**config.mk**
```make
export PLATFORM = sky130hd
export DESIGN_NAME = csk_ram
export DESIGN_NICKNAME = d
export VERILOG_FILES = /design/src/rtl/csk_ram.sv
export SDC_FILE = /design/constraint.sdc
export NUM_CORES = 1
export LEC_CHECK = 0
export BUFFER_PORTS_ARGS = -buffer_cell sky130_fd_sc_hd__buf_4
export CAP_MARGIN = 5
export CORE_MARGIN = 2
export CORE_UTILIZATION = 60
export DETAILED_ROUTE_END_ITERATION = 6
export PLACE_DENSITY = 0.75
export SLEW_MARGIN = 20
export SYNTH_ARGS = -nofsm -noshare
export SYNTH_HDL_FRONTEND = slang
export SYNTH_SLANG_ARGS = --single-unit
```
**constraint.sdc**
```tcl
create_clock -name clk_i -period 2.1 [get_ports clk_i]
set_input_delay 0.42 -clock clk_i [delete_from_list [all_inputs] [get_ports clk_i]]
set_output_delay 0.42 -clock clk_i [all_outputs]
set_load 0.02 [all_outputs]
```
**src/rtl/csk_ram.sv**
```systemverilog
// Generic single-write, single-read RAM with registered read data.
module csk_ram #(
  parameter int unsigned Width = 8,
  parameter int unsigned Depth = 16,
  localparam int unsigned AddrW = (Depth > 1) ? $clog2(Depth) : 1
) (
  input  logic             clk_i,
  input  logic             we_i,
  input  logic [AddrW-1:0] waddr_i,
  input  logic [Width-1:0] wdata_i,
  input  logic             re_i,
  input  logic [AddrW-1:0] raddr_i,
  output logic [Width-1:0] rdata_o
);

  logic [Width-1:0] mem_q [Depth];
  logic [Width-1:0] rdata_q;

  // Write port and registered read port.
  always_ff @(posedge clk_i) begin
    if (we_i) begin
      mem_q[waddr_i] <= wdata_i;
    end
    if (re_i) begin
      rdata_q <= mem_q[raddr_i];
    end
  end

  assign rdata_o = rdata_q;

endmodule

```
==> flow_summary.json <==
{
  "outcome": "complete, no violations",
  "cts_setup_buffers": 0,
  "cp.required_ns": 2.35,
  "final_net_count": 306,
  "crit_path_max_incr_delay_ns": 0.49,
  "ctsRootBufferMaster": "clkbuf_8",
  "syn_nets": 248,
  "gr-usage-met3_pct": 5.683,
  "busiest_layer": "met2",
  "grt_use_total_pct": 22.76,
  "core_um2": 8593,
  "grt_pass1_wl_mm": 15.39,
  "final.setup_skew_ns": 0.007011,
  "io_pins": 27,
  "grt_max_degree": 17,
  "drt-total-wl_mm": 10.06,
  "syn_inst": 229,
  "vias": 2521,
  "setup.worst_path.start_class": "register",
  "power_density_nw_per_um2": 978.2,
  "cts_resized": 0,
  "worst_hold_slack_ns": 0.2213,
  "numClockSinks": 136,
  "power_switching_mw": 1.213,
  "maxSlewViolCount": 0,
  "drive_gt1_share_pct": 31.00,
  "wl_per_cell_um": 24.64,
  "drtIter0Drc": 209,
  "htreeDepth": 4,
  "hold_viol_final": 0,
  "place.gp.congestion": 0.7376,
  "cts_buffer_depth": 2,
  "intPower_mw": 4.869,
  "worstPathCellList": "mux4_1, a22oi_1, nand2_1",
  "drcViolationCount": 0,
  "grt_antenna_before_repair": 0,
  "slew_headroom_pct": 74.05,
  "drv_cap": 0,
  "ys_types": 18,
  "crit_slowest_cell": "mux4_1",
  "cts-hold-fix-buffers": 0,
  "port_buffers": 26,
  "ir_drop_uv": 617.1,
  "max_freq_mhz": 647.3,
  "tightest_slew_ns": 0.3892,
  "yosysWarnings": 0,
  "rows": 34,
  "diodes": 0,
  "cts-buffers-inserted": 17,
  "die_y_um": 97.34,
  "syn_area_um2": 5228,
  "switching_share_pct": 19.94,
  "start_util_pct": 60.83,
  "cp_max_fo": 1,
  "power_leakage_nw": 2.124,
  "dr.pass1.iters": 4,
  "timing.final.crit_share_pct": 73.56,
  "sequentialPowerShare_pct": 50.6,
  "tritoncts": "done",
  "met2_usage_pct": 35.31,
  "crit_path_end_kind": "register",
  "syn_avg_cell_area_um2": 22.83,
  "dieArea_um2": 9475,
  "grt_pass1_vias": 2583,
  "area_growth_pct": 18.93,
  "rsz0062_at_grt": "no",
  "period_minus_slack_ns": 1.545,
  "ys_seq_area_share_pct": 78.12,
  "vias_per_cell": 6.179,
  "pwr-share-comb_pct": 5.2,
  "hold_path.class": "input pin to register",
  "setup_violations": 0,
  "insertion_delay_ns": 0.51,
  "clock_power_share_pct": 44.1,
  "use_met1_pct": 32.78,
  "path_clk_slew_ns": 0.06,
  "synth-seq-cells": 136,
  "cp.arrival_ns": 1.79,
  "overflow": 0,
  "fin_setup_tns_ns": 0,
  "route.antenna.remaining_nets": 0,
  "dieWidth_um": 97.34,
  "critPathKind": "register to register"
}
==> routing by layer <==
layer	vias up	part of all wire, %
met5	-	0
met4	0	1.2
met3	13	6.1
met2	91	51
met1	1312	42
li1	1105	-
==> cell usage in the layout (no fill, tap or decap), drive strengths merged <==
cell type and instances:
nor3 4, a22oi 16, nand2 9, nor2 13, bufinv 2, or3b 1
buf 49, nor2b 1, nand3 1, mux4 32, nand3b 2, nand2b 2
edfxtp 136, clkinv 7, and2 1, clkinvlp 2, clkbuf 21, and2b 1
==> power groups by stage <==
stage	registers [mW]	logic (mW)	clock network, mW
CTS	3.08	0.323	2.72
floorplan	3.14	0.154	0
global route	3.08	0.342	2.83
detailed placement	3.13	0.319	0
global placement	3.13	0.308	0
finish	3.08	0.319	2.69
==> per-stage QoR <==
step	std cells	power [mW]	utilization [%]	setup WS (ns)	instance area [µm²]
after floorplan	229	3.298	-	0.1871	5228
after global placement	376	3.438	66.12	0.1505	5682
after detailed placement	376	3.451	66.12	0.1230	5682
after CTS	408	6.122	72.35	0.5332	6217
after global routing	408	6.251	72.35	0.5193	6217
final	408	6.082	72.35	0.5552	6217
==> worst paths after layout <==
check	cells after the start	start	to	slack, ns
setup / recovery	3	mem_q[3][3]	rdata_o[3]	0.56
hold / removal	1	wdata_i[7]	mem_q[10][7]	0.22
setup reg to reg	3	mem_q[3][3]	rdata_o[3]	0.56
hold reg to reg	3	mem_q[13][7]	rdata_o[7]	0.75
==> logic make-up (layout without fill, tap and decap cells) <==
logic type             count (synthesis)  count (layout)  share of synthesized area, %
multiplexers                          32              32                         14.79
buffers and inverters                 10              81                         1.651
AO/OA/AOI/OAI                         16              16                         2.298
AND/OR/NAND/NOR                       35              35                         3.136
flip-flops                           136             136                         78.12
==> registers in the layout, summed over array words and instances, names as in the netlist <==
| signal | count |
|---|---|
| rdata_o | 8 |
| mem_q | 128 |
==> final cells by class <==
type | instances | area (µm²)
multi-input cells | 83 | 1057
clock inverters | 11 | 106.4
clock buffers | 21 | 429.2
well taps | 108 | 135.1
flip-flops and latches | 136 | 4084
repair buffers | 49 | 405.4
fillers | 506 | 2376
==> cell usage after synthesis <==
cell type	n	area, µm²
a22oi_1	16	120.1
and2_1	1	6.260
and2b_1	1	7.510
buf_2	3	15.01
buf_4	1	7.510
buf_6	3	33.78
clkdlybuf4s25_2	3	30.03
edfxtp_1	136	4084
mux4_1	14	367.9
mux4_2	18	405.4
nand2_1	9	33.78
nand2b_1	2	12.51
nand3_1	1	5.000
nand3b_1	2	15.01
nor2_1	13	48.80
nor2b_1	1	6.260
nor3_1	4	20.02
or3b_2	1	8.760
==> worst max-delay path: cells and delay by family, from the launching register on <==
| family | cells | cell delay [ns] |
|---|---|---|
| muxes | 1 | 0.49 |
| and+or+nand+nor | 1 | 0.11 |
| DFF | 1 | 0.37 |
| AOI/OAI and AO/OA | 1 | 0.32 |
Power figures use the tool's default switching activity.
