File: config.mk
export PLATFORM = sky130hd
export DESIGN_NAME = csk_minscan
export DESIGN_NICKNAME = d
export VERILOG_FILES = /design/src/rtl/csk_pkg.sv /design/src/rtl/csk_minscan.sv
export SDC_FILE = /design/constraint.sdc
export NUM_CORES = 1
export LEC_CHECK = 0
export ABC_AREA = 1
export ABC_CLOCK_PERIOD_IN_PS = 6650
export BUFFER_PORTS_ARGS = -buffer_cell sky130_fd_sc_hd__buf_2
export CORE_UTILIZATION = 55
export CTS_BUF_LIST = sky130_fd_sc_hd__clkbuf_8
export CTS_CLUSTER_DIAMETER = 150
export DETAILED_ROUTE_END_ITERATION = 6
export PLACE_DENSITY = 0.79
export SYNTH_ARGS = -nofsm -noshare
export SYNTH_HDL_FRONTEND = slang
export SYNTH_SLANG_ARGS = --single-unit
File: constraint.sdc
create_clock -name clk_i -period 6.65 [get_ports clk_i]
set_input_delay 0.665 -clock clk_i [delete_from_list [all_inputs] [get_ports clk_i]]
set_output_delay 0.665 -clock clk_i [all_outputs]
set_load 0.02 [all_outputs]
File: src/rtl/csk_pkg.sv
// Shared constants and types of the centrosymmetry kernel.
package csk_pkg;

  // Default sizes of the neighbor store and the shell.
  localparam int unsigned MAX_NEIGH_DEF   = 64;
  localparam int unsigned NUM_NEAREST_DEF = 12;

  // Fixed field widths.
  localparam int unsigned CoordW = 24;
  localparam int unsigned CutW   = 50;
  localparam int unsigned KeyW   = 52;
  localparam int unsigned ValW   = 55;
  localparam int unsigned SumW   = 56;
  localparam int unsigned OpW    = 26;
  localparam int unsigned PaddrW = 4;
  localparam int unsigned PdataW = 64;

  // Register index codes, taken from paddr[3].
  localparam logic CfgIdxCutoff = 1'b0;

  // Input action codes.
  localparam logic ActStart = 1'b0;
  localparam logic ActNeigh = 1'b1;

  // Sequencer states.
  typedef enum logic [3:0] {
    S_IDLE,
    S_DIST,
    S_KEEP,
    S_SEL,
    S_PA_RD,
    S_PA_LD,
    S_PB_RD,
    S_PB_LD,
    S_PM,
    S_PW,
    S_QSEL,
    S_DONE
  } state_e;

endpackage

File: src/rtl/csk_minscan.sv
// Running minimum over a scan, restricted to keys above the previous pick.
module csk_minscan import csk_pkg::*; #(
  parameter int unsigned IdxW = 6
) (
  input  logic            clk_i,
  input  logic            rst_ni,
  input  logic            clear_i,
  input  logic            pass_start_i,
  input  logic            commit_i,
  input  logic            cand_valid_i,
  input  logic [KeyW-1:0] cand_key_i,
  input  logic [IdxW-1:0] cand_idx_i,
  output logic            found_o,
  output logic [KeyW-1:0] best_key_o,
  output logic [IdxW-1:0] best_idx_o
);

  logic            has_prev_q;
  logic            found_q;
  logic [KeyW-1:0] prev_key_q, best_key_q;
  logic [IdxW-1:0] prev_idx_q, best_idx_q;
  logic            above;
  logic            take;

  // Keys order by value, then by index, so every key is unique.
  assign above = !has_prev_q || (cand_key_i > prev_key_q) ||
                 ((cand_key_i == prev_key_q) && (cand_idx_i > prev_idx_q));
  assign take  = cand_valid_i && above && (!found_q || (cand_key_i < best_key_q));

  // Control flags.
  always_ff @(posedge clk_i or negedge rst_ni) begin
    if (!rst_ni) begin
      has_prev_q <= 1'b0;
      found_q    <= 1'b0;
    end else begin
      if (clear_i) begin
        has_prev_q <= 1'b0;
      end else if (commit_i) begin
        has_prev_q <= 1'b1;
      end
      if (pass_start_i) begin
        found_q <= 1'b0;
      end else if (take) begin
        found_q <= 1'b1;
      end
    end
  end

  // Best and previous keys.
  always_ff @(posedge clk_i) begin
    if (take) begin
      best_key_q <= cand_key_i;
      best_idx_q <= cand_idx_i;
    end
    if (commit_i) begin
      prev_key_q <= best_key_q;
      prev_idx_q <= best_idx_q;
    end
  end

  assign found_o    = found_q;
  assign best_key_o = best_key_q;
  assign best_idx_o = best_idx_q;

endmodule

==> impl_results.md <==
* Die H at 111 um
* Postcts setup bufs at 0
* Final min period at 3.27 ns
* Yosys top cell by area: edfxtp_1
* Layout cells sized above 1 at 0.212
* Port bufs at 122
* Overall Global Routing Usage at 0.231
* First drt pass iteration count at 4
* Vias post-DR at 4,640
* Die ar. at 0.0123 sq mm
* Hpwl dp at 10.2 mm
* Final Cycle Share at 0.491
* Post-DP Area at 0.00734 sq mm
* CTS Buffer Depth at 2
* Rel. slew slack at 0.445
* Global-route wire length before repair at 21.9 mm
* Die width at 111 um
* Hold Vio Cnt, Final at 0
* Vias in the first global route at 4,625
* Register area share after synthesis at 0.542
* # DRC at 0
* Sink Count at 118
* Mapped Nets at 774
* Reg power frac at 0.519
* Clk root buf: clkbuf_8
* Ys Warns at 0
* Worst hold margin at 0.385 ns
* Vias/cell at 5.16
* Gr ovfl total at 0
* Top Usage Layer GRT: met2
* Synth top area cells: edfxtp_1 53%, ha_1 21%, inv_1 7.7%, nand2_1 5.6%, a21oi_1 4.0%
* Clock power frac at 0.308
* Critical path type: reg2reg
* Syn Area/Cell at 10.9 sq um
* Cts repair resizes at 0
* VDD IR max at 168 uV
* Outcome: completed
* Final Setup Violations at 0
* Switching part of the total at 0.275
* Largest net degree at the start of global routing at 60
* CTS clk-pin slew, worst paths at 0.06 ns
* Initial antenna violation count at 1
* #FFs+latches synth at 118
* GR met1 Demand/Resource at 0.281
* Core Rows at 39
* Top-Level Pins at 123
* Worst Skew at 0.00978 ns
* WP data arrival at 3.33 ns
* Worst-Margin Slew at 0.833 ns
* Post-route setup TNS at 0 ns
* CP max FO at 37
* Netlist Area Pre-Place at 0.00652 sq mm
* CP Launch Type: register
* Power per cell area at 229 mW/mm^2
* Clk Latency, worst-skew pair at 0.43 ns
* RD Place Congestion at 0.792
* CTS Buf Count at 17
* Layout Utilization at 0.668
* Reg-to-reg slack, setup at 3.38 ns
* Final WL at 13.4 mm
* Worst EP required at 6.71 ns
* Max Transition Viols Final at 0
* DRT iter0 DRCs at 268
* Post-synth top area share at 0.534
* FMAX at 306 MHz
* Internal at 1270 uW
* Post-Synthesis Cells at 601
* Core area at 0.0115 sq mm
* Switch Pwr at 481 uW
* RSZ-0062 raised after global routing: false
* CTS tree: yes
* Initial Util at 0.569
* Finished layout cell area at 0.00766 sq mm
* Max-cap violation count at 0
* Synth-to-Final Area Change at 17.5%
* Combinational share of power at 0.173
* Hold WC Path Type: in2reg
* Avg WL per Cell at 14.9 um
* Post-CTS Hold Buffers at 1
* Number of distinct library cells after synthesis at 27
* Static Leak at 0.00380 uW
* Layout net count at 918
* M3 GR Usage at 0.0618
* Final ANT Viol Nets at 0
* Critical Path End Type: register
* Depth of the CTS H-tree at 4
* Grt met2 use at 0.384
-- area by class of cell --
type                       instances  area [sq um]
fill                             893          3810
clock inverter                    13          77.6
tap                              143           179
timing repair buffer             125           636
clock buffer                      17           234
multi-input combinational        349          2500
inverter                         134           503
sequential                       118          3530
antenna                            1          2.50
-- power by group through the flow --
stage | logic (uW) | registers (uW) | clock network (uW)
2_1_floorplan | 153 | 956 | 0
3_3_place_gp | 287 | 922 | 0
3_5_place_dp | 302 | 925 | 0
4_1_cts | 305 | 910 | 555
5_1_grt | 344 | 915 | 586
6_report | 303 | 910 | 539
-- cells in the mapped netlist --
library cell,number
o21bai_1,1
dfrtp_1,2
nand4_1,5
nor2_4,2
a21o_1,1
nor2_1,32
nor3_1,2
nand4_2,1
nor2_2,3
nor3_2,2
o21ai_0,12
or2_2,1
a21boi_1,1
o21a_1,5
a21o_2,1
nor3b_1,1
a21oi_1,52
nand2_1,97
inv_2,1
ha_1,109
nor4_1,1
o211ai_1,2
edfxtp_1,116
nand2_2,4
nand3b_1,1
inv_1,133
nand3_1,13
-- worst max-delay path: stages, from the launching register on --
cell and delay, ns:
edfxtp_1 0.32, inv_1 0.05, ha_1 0.28, nand2_1 0.07, nor2_1 0.19, nand2_1 0.15
nor3_2 0.13, nand3_1 0.10, nor2_2 0.13, a21boi_1 0.08, nand2_1 0.07, nand2_1 0.09
a21oi_4 0.62, buf_4 0.56
-- cells by family after synthesis --
family | Yosys count | synth area share
simple gates | 165 | 0.110
buf+inv | 134 | 0.0771
flops | 118 | 0.542
fa+ha+maj | 109 | 0.209
compound gates | 75 | 0.0620
-- metal layers --
metal  wire [um]  share of wire
met4         306          0.023
met3         583          0.043
met1        5870           0.44
met5           0              0
met2        6650           0.50
-- flip-flops by register name, indices dropped and copies added (netlist names) --
name        count
best_key_o     52
prev_key_q     52
found_o         1
best_idx_o      6
has_prev_q      1
prev_idx_q      6
-- path summary, 6_finish.rpt --
check	startpoint	to	depth (start not counted)
max	prev_key_q[11]	best_key_o[47]	13
max in group asynchronous	rst_ni	has_prev_q	2
min	pass_start_i	found_o	2
min reg2reg	best_idx_o[5]	prev_idx_q[5]	0
max reg2reg	prev_key_q[11]	best_key_o[47]	13
min in group asynchronous	rst_ni	found_o	2
-- cell usage in the layout (no fill, tap or decap), types with 2 or more instances in the layout --
master	synthesis	final
nor3_1	2	2
edfxtp_1	116	116
buf_4	0	2
nand4_1	5	5
nor2_2	3	3
clkbuf_8	0	17
dfrtp_1	2	2
nor2_1	32	32
nand2_2	4	4
o21a_1	5	5
inv_1	133	137
buf_2	0	122
ha_1	109	109
o211ai_1	2	2
nand3_1	13	13
nor3_2	2	2
o21ai_0	12	12
nand2_1	97	97
a21oi_1	52	51
clkinv_2	0	2
nor2_4	2	2
clkinv_1	0	6
-- through the flow --
step / setup slack, ns / instances / power (uW)
floorplan: 1.63 / 601 / 1110
global placement: 3.06 / 868 / 1210
detailed placement: 2.98 / 868 / 1230
CTS: 3.41 / 899 / 1770
global route: 3.12 / 900 / 1850
finish: 3.38 / 900 / 1750
(Power assumes the default switching activity.)
